### src/rtl/core/http_chunked_body_decoder_top_assert.svh
// Assertion macros used by the chunked body decoder parser.
// Used by modules that include this header by its bare file name.
`ifndef HTTP_CHUNKED_BODY_DECODER_TOP_ASSERT_SVH
`define HTTP_CHUNKED_BODY_DECODER_TOP_ASSERT_SVH

// The consequent must hold in the same cycle as the antecedent.
`define HCBD_ASSERT_SAME(label, clk, rstn, ante, cons) \
    label: assert property (@(posedge clk) disable iff (!rstn) (ante) |-> (cons)) \
        else $error("hcbd assertion failed: same-cycle check");

// The consequent must hold in the cycle after the antecedent.
`define HCBD_ASSERT_NEXT(label, clk, rstn, ante, cons) \
    label: assert property (@(posedge clk) disable iff (!rstn) (ante) |=> (cons)) \
        else $error("hcbd assertion failed: next-cycle check");

`endif

### src/rtl/core/hcbd_pkg.sv
// Package for the HTTP chunked body decoder: word types, parser phases,
// result codes, character constants and the hex digit decoder.
package hcbd_pkg;

    localparam int SIZE_BITS_DEF = 32;
    localparam logic [7:0] MAX_LINE_RESET = 8'd64;

    localparam logic [7:0] CHAR_CR = 8'h0D;
    localparam logic [7:0] CHAR_LF = 8'h0A;
    localparam logic [7:0] CHAR_SP = 8'h20;

    localparam logic [1:0] KIND_PAYLOAD = 2'd0;
    localparam logic [1:0] KIND_END     = 2'd1;
    localparam logic [1:0] KIND_ERROR   = 2'd2;

    typedef enum logic [3:0] {
        PH_LEAD,
        PH_DIGITS,
        PH_DATA,
        PH_DATA_CR,
        PH_DATA_LF,
        PH_END_CR,
        PH_END_LF,
        PH_DONE,
        PH_FAILED
    } phase_t;

    typedef struct packed {
        logic [7:0] data_byte;
        logic       message_start;
    } in_word_t;

    typedef struct packed {
        logic [1:0] result_kind;
        logic [7:0] payload_byte;
    } out_word_t;

    // Returns {is_hex, value}.
    function automatic logic [4:0] hex_decode(input logic [7:0] b);
        logic [4:0] r;
        r = 5'd0;
        if (b inside {[8'h30:8'h39]}) begin
            r = {1'b1, 4'(b - 8'h30)};
        end else if (b inside {[8'h61:8'h66]}) begin
            r = {1'b1, 4'(b - 8'h57)};
        end else if (b inside {[8'h41:8'h46]}) begin
            r = {1'b1, 4'(b - 8'h37)};
        end
        return r;
    endfunction

endpackage

### src/rtl/core/hcbd_in_reg.sv
// Input register stage of the chunked body decoder.
// Depends on hcbd_pkg for the input word type.
module hcbd_in_reg (
    input  logic              aclk,
    input  logic              aresetn,
    input  logic              s_valid,
    output logic              s_ready,
    input  hcbd_pkg::in_word_t s_word,
    input  logic              advance,
    output logic              hold_valid,
    output hcbd_pkg::in_word_t hold_word
);

    logic               valid_reg;
    logic               valid_next;
    hcbd_pkg::in_word_t word_reg;

    assign s_ready    = !valid_reg || advance;
    assign hold_valid = valid_reg;
    assign hold_word  = word_reg;

    always_comb begin
        valid_next = valid_reg;
        if (s_valid && s_ready) begin
            valid_next = 1'b1;
        end else if (advance) begin
            valid_next = 1'b0;
        end
    end

    always_ff @(posedge aclk) begin
        if (!aresetn) begin
            valid_reg <= 1'b0;
        end else begin
            valid_reg <= valid_next;
        end
    end

    always_ff @(posedge aclk) begin
        if (s_valid && s_ready) begin
            word_reg <= s_word;
        end
    end

endmodule

### src/rtl/core/hcbd_parser.sv
// Chunk framing state machine: size line parsing, payload count and CRLF checks.
// Depends on hcbd_pkg and the assertion macro header.
`include "http_chunked_body_decoder_top_assert.svh"

module hcbd_parser #(
    parameter int SIZE_BITS = hcbd_pkg::SIZE_BITS_DEF
) (
    input  logic                aclk,
    input  logic                aresetn,
    input  logic                go,
    input  hcbd_pkg::in_word_t  in_word,
    input  logic                cfg_wr_en,
    input  logic [7:0]          cfg_wr_data,
    output logic                res_valid,
    output hcbd_pkg::out_word_t res_word
);

    hcbd_pkg::phase_t       phase_reg, phase_next;
    logic [SIZE_BITS-1:0]   rem_reg, rem_next;
    logic [7:0]             len_reg, len_next;
    logic                   dd_reg, dd_next;
    logic                   crs_reg, crs_next;
    logic [7:0]             max_len_reg;

    hcbd_pkg::phase_t       ph_eff;
    logic [SIZE_BITS-1:0]   rem_eff;
    logic [7:0]             len_eff;
    logic                   dd_eff;
    logic                   crs_eff;
    logic [7:0]             b;

    logic [8:0]             len_p1;
    logic                   cr_ok;
    logic [7:0]             len_a;
    logic                   dd_a;
    logic [8:0]             len_a_p1;
    logic                   ch_ok;
    logic [4:0]             hex;
    logic                   top_clear;
    logic [SIZE_BITS-1:0]   rem_dec;

    logic                   sl_fail;
    hcbd_pkg::phase_t       sl_phase;
    logic [SIZE_BITS-1:0]   sl_rem;
    logic [7:0]             sl_len;
    logic                   sl_dd;
    logic                   sl_crs;

    assign b       = in_word.data_byte;
    assign ph_eff  = in_word.message_start ? hcbd_pkg::PH_LEAD : phase_reg;
    assign rem_eff = in_word.message_start ? '0 : rem_reg;
    assign len_eff = in_word.message_start ? 8'd0 : len_reg;
    assign dd_eff  = in_word.message_start ? 1'b0 : dd_reg;
    assign crs_eff = in_word.message_start ? 1'b0 : crs_reg;

    assign len_p1    = {1'b0, len_eff} + 9'd1;
    assign cr_ok     = len_p1 <= {1'b0, max_len_reg};
    assign len_a     = crs_eff ? len_p1[7:0] : len_eff;
    assign dd_a      = crs_eff | dd_eff;
    assign len_a_p1  = {1'b0, len_a} + 9'd1;
    assign ch_ok     = len_a_p1 <= {1'b0, max_len_reg};
    assign hex       = hcbd_pkg::hex_decode(b);
    assign top_clear = rem_eff[SIZE_BITS-1 -: 4] == 4'd0;
    assign rem_dec   = rem_eff - {{(SIZE_BITS-1){1'b0}}, 1'b1};

    // A pending CR that is not followed by LF counts as an ordinary character first.
    always_comb begin
        sl_fail  = 1'b0;
        sl_phase = ph_eff;
        sl_rem   = rem_eff;
        sl_len   = len_eff;
        sl_dd    = dd_eff;
        sl_crs   = crs_eff;
        if (crs_eff && b == hcbd_pkg::CHAR_LF) begin
            sl_crs   = 1'b0;
            sl_len   = 8'd0;
            sl_dd    = 1'b0;
            sl_phase = (rem_eff == '0) ? hcbd_pkg::PH_END_CR : hcbd_pkg::PH_DATA;
        end else if (crs_eff && !cr_ok) begin
            sl_fail = 1'b1;
        end else if (b == hcbd_pkg::CHAR_CR) begin
            sl_crs = 1'b1;
            sl_len = len_a;
            sl_dd  = dd_a;
        end else if (!ch_ok) begin
            sl_fail = 1'b1;
        end else begin
            sl_crs = 1'b0;
            sl_len = len_a_p1[7:0];
            sl_dd  = dd_a;
            if (!dd_a && !(ph_eff == hcbd_pkg::PH_LEAD && b == hcbd_pkg::CHAR_SP)) begin
                if (!hex[4]) begin
                    sl_dd = 1'b1;
                end else if (!top_clear) begin
                    sl_fail = 1'b1;
                end else begin
                    sl_rem   = {rem_eff[SIZE_BITS-5:0], hex[3:0]};
                    sl_phase = hcbd_pkg::PH_DIGITS;
                end
            end
        end
    end

    always_comb begin
        phase_next = ph_eff;
        rem_next   = rem_eff;
        len_next   = len_eff;
        dd_next    = dd_eff;
        crs_next   = crs_eff;
        case (ph_eff)
            hcbd_pkg::PH_LEAD, hcbd_pkg::PH_DIGITS: begin
                phase_next = sl_fail ? hcbd_pkg::PH_FAILED : sl_phase;
                rem_next   = sl_rem;
                len_next   = sl_len;
                dd_next    = sl_dd;
                crs_next   = sl_crs;
            end
            hcbd_pkg::PH_DATA: begin
                rem_next = rem_dec;
                if (rem_dec == '0) begin
                    phase_next = hcbd_pkg::PH_DATA_CR;
                end
            end
            hcbd_pkg::PH_DATA_CR: begin
                phase_next = (b == hcbd_pkg::CHAR_CR) ? hcbd_pkg::PH_DATA_LF
                                                      : hcbd_pkg::PH_FAILED;
            end
            hcbd_pkg::PH_DATA_LF: begin
                phase_next = (b == hcbd_pkg::CHAR_LF) ? hcbd_pkg::PH_LEAD
                                                      : hcbd_pkg::PH_FAILED;
            end
            hcbd_pkg::PH_END_CR: begin
                phase_next = (b == hcbd_pkg::CHAR_CR) ? hcbd_pkg::PH_END_LF
                                                      : hcbd_pkg::PH_FAILED;
            end
            hcbd_pkg::PH_END_LF: begin
                phase_next = (b == hcbd_pkg::CHAR_LF) ? hcbd_pkg::PH_DONE
                                                      : hcbd_pkg::PH_FAILED;
            end
            default: begin
                phase_next = ph_eff;
            end
        endcase
    end

    always_comb begin
        res_valid             = 1'b0;
        res_word.result_kind  = hcbd_pkg::KIND_ERROR;
        res_word.payload_byte = 8'd0;
        case (ph_eff)
            hcbd_pkg::PH_LEAD, hcbd_pkg::PH_DIGITS: begin
                res_valid = sl_fail;
            end
            hcbd_pkg::PH_DATA: begin
                res_valid             = 1'b1;
                res_word.result_kind  = hcbd_pkg::KIND_PAYLOAD;
                res_word.payload_byte = b;
            end
            hcbd_pkg::PH_DATA_CR, hcbd_pkg::PH_END_CR: begin
                res_valid = b != hcbd_pkg::CHAR_CR;
            end
            hcbd_pkg::PH_DATA_LF: begin
                res_valid = b != hcbd_pkg::CHAR_LF;
            end
            hcbd_pkg::PH_END_LF: begin
                res_valid = 1'b1;
                if (b == hcbd_pkg::CHAR_LF) begin
                    res_word.result_kind = hcbd_pkg::KIND_END;
                end
            end
            default: begin
                res_valid = 1'b0;
            end
        endcase
    end

    always_ff @(posedge aclk) begin
        if (!aresetn) begin
            phase_reg <= hcbd_pkg::PH_LEAD;
            rem_reg   <= '0;
            len_reg   <= 8'd0;
            dd_reg    <= 1'b0;
            crs_reg   <= 1'b0;
        end else if (go) begin
            phase_reg <= phase_next;
            rem_reg   <= rem_next;
            len_reg   <= len_next;
            dd_reg    <= dd_next;
            crs_reg   <= crs_next;
        end
    end

    always_ff @(posedge aclk) begin
        if (!aresetn) begin
            max_len_reg <= hcbd_pkg::MAX_LINE_RESET;
        end else if (cfg_wr_en) begin
            max_len_reg <= cfg_wr_data;
        end
    end

    `HCBD_ASSERT_SAME(a_quiet_after_end, aclk, aresetn, go && !in_word.message_start && (phase_reg == hcbd_pkg::PH_DONE || phase_reg == hcbd_pkg::PH_FAILED), !res_valid)
    `HCBD_ASSERT_SAME(a_data_count_nonzero, aclk, aresetn, phase_reg == hcbd_pkg::PH_DATA, rem_reg != '0)
    `HCBD_ASSERT_NEXT(a_error_latches, aclk, aresetn, go && res_valid && res_word.result_kind == hcbd_pkg::KIND_ERROR, phase_reg == hcbd_pkg::PH_FAILED)

endmodule

### src/rtl/core/hcbd_out_reg.sv
// Output register stage of the chunked body decoder.
// Depends on hcbd_pkg for the result word type.
module hcbd_out_reg (
    input  logic                aclk,
    input  logic                aresetn,
    input  logic                go,
    input  logic                res_valid,
    input  hcbd_pkg::out_word_t res_word,
    output logic                out_free,
    output logic                m_valid,
    input  logic                m_ready,
    output hcbd_pkg::out_word_t m_word
);

    logic                valid_reg;
    logic                valid_next;
    hcbd_pkg::out_word_t word_reg;

    assign out_free = !valid_reg || m_ready;
    assign m_valid  = valid_reg;
    assign m_word   = word_reg;

    always_comb begin
        valid_next = valid_reg;
        if (go) begin
            valid_next = res_valid;
        end else if (m_ready) begin
            valid_next = 1'b0;
        end
    end

    always_ff @(posedge aclk) begin
        if (!aresetn) begin
            valid_reg <= 1'b0;
        end else begin
            valid_reg <= valid_next;
        end
    end

    always_ff @(posedge aclk) begin
        if (go && res_valid) begin
            word_reg <= res_word;
        end
    end

endmodule

### src/rtl/core/http_chunked_body_decoder_top.sv
// Top level of the HTTP chunked body decoder.
// Depends on hcbd_pkg, hcbd_in_reg, hcbd_parser and hcbd_out_reg.
//
//  Port group   Direction  Word type   Meaning
//  s_*          in         in_word_t   raw body bytes with message start flag
//  m_*          out        out_word_t  payload bytes, end of body, framing error
//  cfg_wr_*     in         8 bits      longest accepted chunk size line
//
// One byte is taken per cycle unless m_* stalls; any result it gives shows on m_*.
// The parser state updates from the input register to the result register.
// A stall on m_ready holds both stages and backs up into s_ready.
// Reset is synchronous and sets the size line limit to 64.
module http_chunked_body_decoder_top #(
    parameter int SIZE_BITS = hcbd_pkg::SIZE_BITS_DEF
) (
    input  logic                aclk,
    input  logic                aresetn,
    input  logic                s_valid,
    output logic                s_ready,
    input  hcbd_pkg::in_word_t  s_word,
    output logic                m_valid,
    input  logic                m_ready,
    output hcbd_pkg::out_word_t m_word,
    input  logic                cfg_wr_en,
    input  logic [7:0]          cfg_wr_data
);

    logic                hold_valid;
    hcbd_pkg::in_word_t  hold_word;
    logic                out_free;
    logic                go;
    logic                res_valid;
    hcbd_pkg::out_word_t res_word;

    assign go = hold_valid && out_free;

    hcbd_in_reg u_in_reg (
        .aclk       (aclk),
        .aresetn    (aresetn),
        .s_valid    (s_valid),
        .s_ready    (s_ready),
        .s_word     (s_word),
        .advance    (go),
        .hold_valid (hold_valid),
        .hold_word  (hold_word)
    );

    hcbd_parser #(
        .SIZE_BITS (SIZE_BITS)
    ) u_parser (
        .aclk        (aclk),
        .aresetn     (aresetn),
        .go          (go),
        .in_word     (hold_word),
        .cfg_wr_en   (cfg_wr_en),
        .cfg_wr_data (cfg_wr_data),
        .res_valid   (res_valid),
        .res_word    (res_word)
    );

    hcbd_out_reg u_out_reg (
        .aclk      (aclk),
        .aresetn   (aresetn),
        .go        (go),
        .res_valid (res_valid),
        .res_word  (res_word),
        .out_free  (out_free),
        .m_valid   (m_valid),
        .m_ready   (m_ready),
        .m_word    (m_word)
    );

endmodule

### config.mk
export PLATFORM = sky130hd
export DESIGN_NAME = http_chunked_body_decoder_top
export DESIGN_NICKNAME = d
export VERILOG_FILES = /design/src/rtl/core/hcbd_pkg.sv /design/src/rtl/core/hcbd_in_reg.sv /design/src/rtl/core/hcbd_parser.sv /design/src/rtl/core/hcbd_out_reg.sv /design/src/rtl/core/http_chunked_body_decoder_top.sv
export VERILOG_INCLUDE_DIRS = /design/src /design/src/rtl/core
export SDC_FILE = /design/constraint.sdc
export NUM_CORES = 1
export LEC_CHECK = 0
export BUFFER_PORTS_ARGS = -buffer_cell sky130_fd_sc_hd__buf_4
export CORE_ASPECT_RATIO = 0.9
export CORE_MARGIN = 4
export CORE_UTILIZATION = 57
export DETAILED_ROUTE_END_ITERATION = 8
export PLACE_DENSITY = 0.76
export SYNTH_ARGS = -nofsm -noshare
export SYNTH_HDL_FRONTEND = slang
export SYNTH_SLANG_ARGS = --single-unit
### constraint.sdc
create_clock -name aclk -period 4.7 [get_ports aclk]
set_clock_uncertainty 0.1 [all_clocks]
set_input_delay 1.41 -clock aclk [delete_from_list [all_inputs] [get_ports aclk]]
set_output_delay 1.41 -clock aclk [all_outputs]
set_load 0.1 [all_outputs]
==> impl_metrics.json <==
{
  "status": "complete, no violations",
  "cp_data_required_time_ns": 4.82,
  "cp_common_cell": "buf_4",
  "final.fill_count": 895,
  "p_leak_nw": 2.68,
  "reg2reg_to": "u_parser.rem_reg[13]$_SDFFE_PN0P_",
  "crit_end": "u_parser.rem_reg[13]$_SDFFE_PN0P_",
  "p_total_mw": 1.83,
  "cts.path.max_buffers": 2,
  "antenna_found_initial": 0,
  "synth_top_area_share_pct": 18.4,
  "cp-startpoint": "u_in_reg.hold_word[0]$_DFFE_PP_",
  "synth_flop_cell": "dfxtp_1",
  "cts-root-buf": "clkbuf_16",
  "ys_warn_count": 0,
  "end_kind": "flip-flop",
  "period_needed_ns": 4.47,
  "ys_top_cells_by_area": "dfxtp_1, edfxtp_1, nor2_1",
  "rows": 35,
  "syn-num-nets": 825,
  "grt_pass1_vias": 5941,
  "rsz0062_at_grt": "no",
  "ys_ff_latch": 75,
  "cts.clk_slew.worst_paths_ns": 0.07,
  "fin_util_pct": 64.5,
  "p_per_area_nw_per_um2": 275,
  "fin_crit_sh_pct": 95.0,
  "cts_tree": "yes",
  "drv_cap": 0,
  "ant_nets": 0,
  "synthArstFlopShare_pct": 0,
  "drive_gt1_share_pct": 14.2,
  "slowest_delay_ns": 0.40,
  "worst_pin_slew_ns": 0.905,
  "grt_max_degree": 52,
  "finalMaxSlewViolations": 0,
  "crit_fanout": 10,
  "synthCells": 779,
  "initial_core_util_pct": 58.8,
  "fp.coreArea_um2": 10300,
  "io_buffer_count": 33,
  "vias": 6170,
  "holdWs_ns": 0.383,
  "synth_cell_types": 78,
  "hp-class": "flip-flop to flip-flop",
  "placed_area_um2": 6310,
  "die_w_um": 117,
  "fmax_ghz": 0.224,
  "avgSynthCellArea_um2": 7.81,
  "worstPathArrival_ns": 4.59,
  "synth-edff-count": 19,
  "crit_family": "compound AO/OA/AOI/OAI gates",
  "largest_reg_flops": 32,
  "vdd_drop_max_mv": 0.199,
  "start_kind": "flip-flop",
  "hold_viol": 0,
  "area_growth_pct": 9.52,
  "worstReg2RegStart": "u_in_reg.hold_word[0]$_DFFE_PP_",
  "relSlewSlack_pct": 39.4,
  "detail_route.wl_per_cell_um": 20.0,
  "drtIter0Drc": 680,
  "drc_errors": 0,
  "h-tree-depth": 3,
  "tns_ns": 0,
  "track_usage_pct": 29.7,
  "diodes": 0,
  "cts_buffers": 9,
  "crit_buf_inv": 2,
  "grt_pass1_wl_mm": 29.8,
  "cts.sinks": 75,
  "via_per_inst": 6.80,
  "syn-cell-area_um2": 6080,
  "gp_congestion": 0.987,
  "final_common_cell": "nor2_1",
  "nets": 820,
  "pin_count": 34,
  "r2r.worst_path.cells": 18,
  "yosys.area.top_type": "dfxtp_1",
  "dp_hpwl_mm": 12.6,
  "layout_common_cells": "nor2_1, nand2_1, dfxtp_1, buf_4, o21ai_0",
  "clk_latency_ns": 0.34,
  "final-setup-viol-count": 0,
  "die_y_um": 106,
  "drt_first_pass_iters": 6,
  "die_area_um2": 12400,
  "final_area_um2": 6660,
  "overflow": 0,
  "synth-seq-area-share_pct": 27.8,
  "cp_cell_sequence": "buf_4 -> nor2b_1 -> ha_2 -> nand4_2 -> xor2_1 -> or2_2 -> nor3_4 -> nand3_1 -> xnor2_1 -> ha_1 -> a211oi_1 -> o221ai_1 -> o21ai_1 -> o211a_2 -> buf_4 -> mux2_2 -> a222oi_1 -> nor2_1",
  "worst_path_max_delay_cell": "edfxtp_1",
  "crit_type": "flip-flop to flip-flop",
  "routed_wl_mm": 18.1,
  "worstSetupPathDepth": 18,
  "r2r_setup_slack_ns": 0.23
}
[final cells by class]
type / instances / area, µm² / share of cell area [%]
flip-flops and latches: 75 / 1690 / 25.4
well taps: 129 / 161 / 2.42
multi-input cells: 609 / 4010 / 60.1
clock buffers: 9 / 225 / 3.38
inverters: 23 / 86.3 / 1.30
repair buffers: 56 / 433 / 6.50
clock inverters: 7 / 58.8 / 0.883
[through the flow]
stage / cells / setup WS [ns]
detailed placement: 887 / 0.0919
finish: 908 / 0.234
floorplan: 779 / 0.00467
global route: 908 / 0.0200
CTS: 903 / 0.0712
global placement: 887 / 0.270
[logic make-up (layout without fill, tap and decap cells)]
group,count (synthesis),after routing,share of synthesized area [%]
buffers and inverters,95,95,6.79
XOR/XNOR,26,26,3.74
multiplexers,32,32,5.82
flip-flops,75,75,27.8
AND/OR/NAND/NOR,298,298,25.2
AO/OA/AOI/OAI,229,229,25.7
adder cells (fa/ha/maj),24,24,4.94
[Yosys cell counts (5+ instances only)]
| library cell | n |
|---|---|
| nor2_1 | 82 |
| nand2_1 | 63 |
| clkbuf_1 | 57 |
| dfxtp_1 | 56 |
| o21ai_0 | 55 |
| a21oi_1 | 45 |
| nand3_1 | 27 |
| nor3_1 | 26 |
| ha_1 | 24 |
| inv_1 | 23 |
| edfxtp_1 | 19 |
| mux2i_1 | 17 |
| xor2_1 | 14 |
| mux2_2 | 13 |
| nor4_1 | 13 |
| and2_1 | 12 |
| xnor2_1 | 12 |
| nand4_1 | 11 |
| nor2b_1 | 11 |
| o2bb2ai_1 | 11 |
| a22oi_1 | 10 |
| a31oi_1 | 9 |
| a222oi_1 | 8 |
| o211ai_1 | 8 |
| o22ai_1 | 8 |
| o31ai_1 | 8 |
| a211oi_1 | 7 |
| or3_1 | 7 |
| a21o_1 | 6 |
| and3_1 | 6 |
| buf_2 | 6 |
| buf_6 | 6 |
| nand2b_1 | 6 |
| nor4b_1 | 6 |
| a221oi_1 | 5 |
| or4_1 | 5 |
[layer usage]
| layer | up-vias | track usage [%] | part of all wire (%) |
|---|---|---|---|
| met1 | 2882 | 42.5 | 44 |
| met2 | 358 | 44.7 | 45 |
| li1 | 2888 | - | - |
| met3 | 42 | 5.63 | 9.0 |
| met4 | 0 | 10.2 | 2.1 |
| met5 | - | 0 | 0 |
[worst min-delay path by stage]
stage | from | end | slack (ns) | cells past startpoint
final | u_parser.dd_reg$_SDFFE_PN0P_ | u_parser.dd_reg$_SDFFE_PN0P_ | 0.38 | 2
after global routing | u_parser.dd_reg$_SDFFE_PN0P_ | u_parser.dd_reg$_SDFFE_PN0P_ | 0.41 | 2
after CTS | u_parser.dd_reg$_SDFFE_PN0P_ | u_parser.dd_reg$_SDFFE_PN0P_ | 0.38 | 2
after detailed placement | u_parser.dd_reg$_SDFFE_PN0P_ | u_parser.dd_reg$_SDFFE_PN0P_ | 0.37 | 2
after global placement | u_parser.dd_reg$_SDFFE_PN0P_ | u_parser.dd_reg$_SDFFE_PN0P_ | 0.37 | 2
after floorplan | u_parser.dd_reg$_SDFFE_PN0P_ | u_parser.dd_reg$_SDFFE_PN0P_ | 0.35 | 2
[power by group]
part / switching, mW / internal (mW) / total [mW]
clock network: 0.312 / 0.368 / 0.680
logic: 0.271 / 0.163 / 0.433
registers: 0.0361 / 0.684 / 0.720
total: 0.619 / 1.21 / 1.83
[worst reg2reg max path, cell delays in order (launching register included)]
cell and delay [ns]:
edfxtp_1 0.40, buf_4 0.19, nor2b_1 0.16, ha_2 0.27, nand4_2 0.12, xor2_1 0.18
or2_2 0.36, nor3_4 0.29, nand3_1 0.13, xnor2_1 0.16, ha_1 0.20, a211oi_1 0.20
o221ai_1 0.15, o21ai_1 0.23, o211a_2 0.33, buf_4 0.14, mux2_2 0.32, a222oi_1 0.32
nor2_1 0.09
[what timing repair did]
action                                  4_1_cts  5_1_grt
endpoints found under the setup margin        0       43
resized for setup                             0        5
hold buffers                                  0        0
buffers inserted                              0        5
No activity file was read; power rests on OpenSTA's default activity.
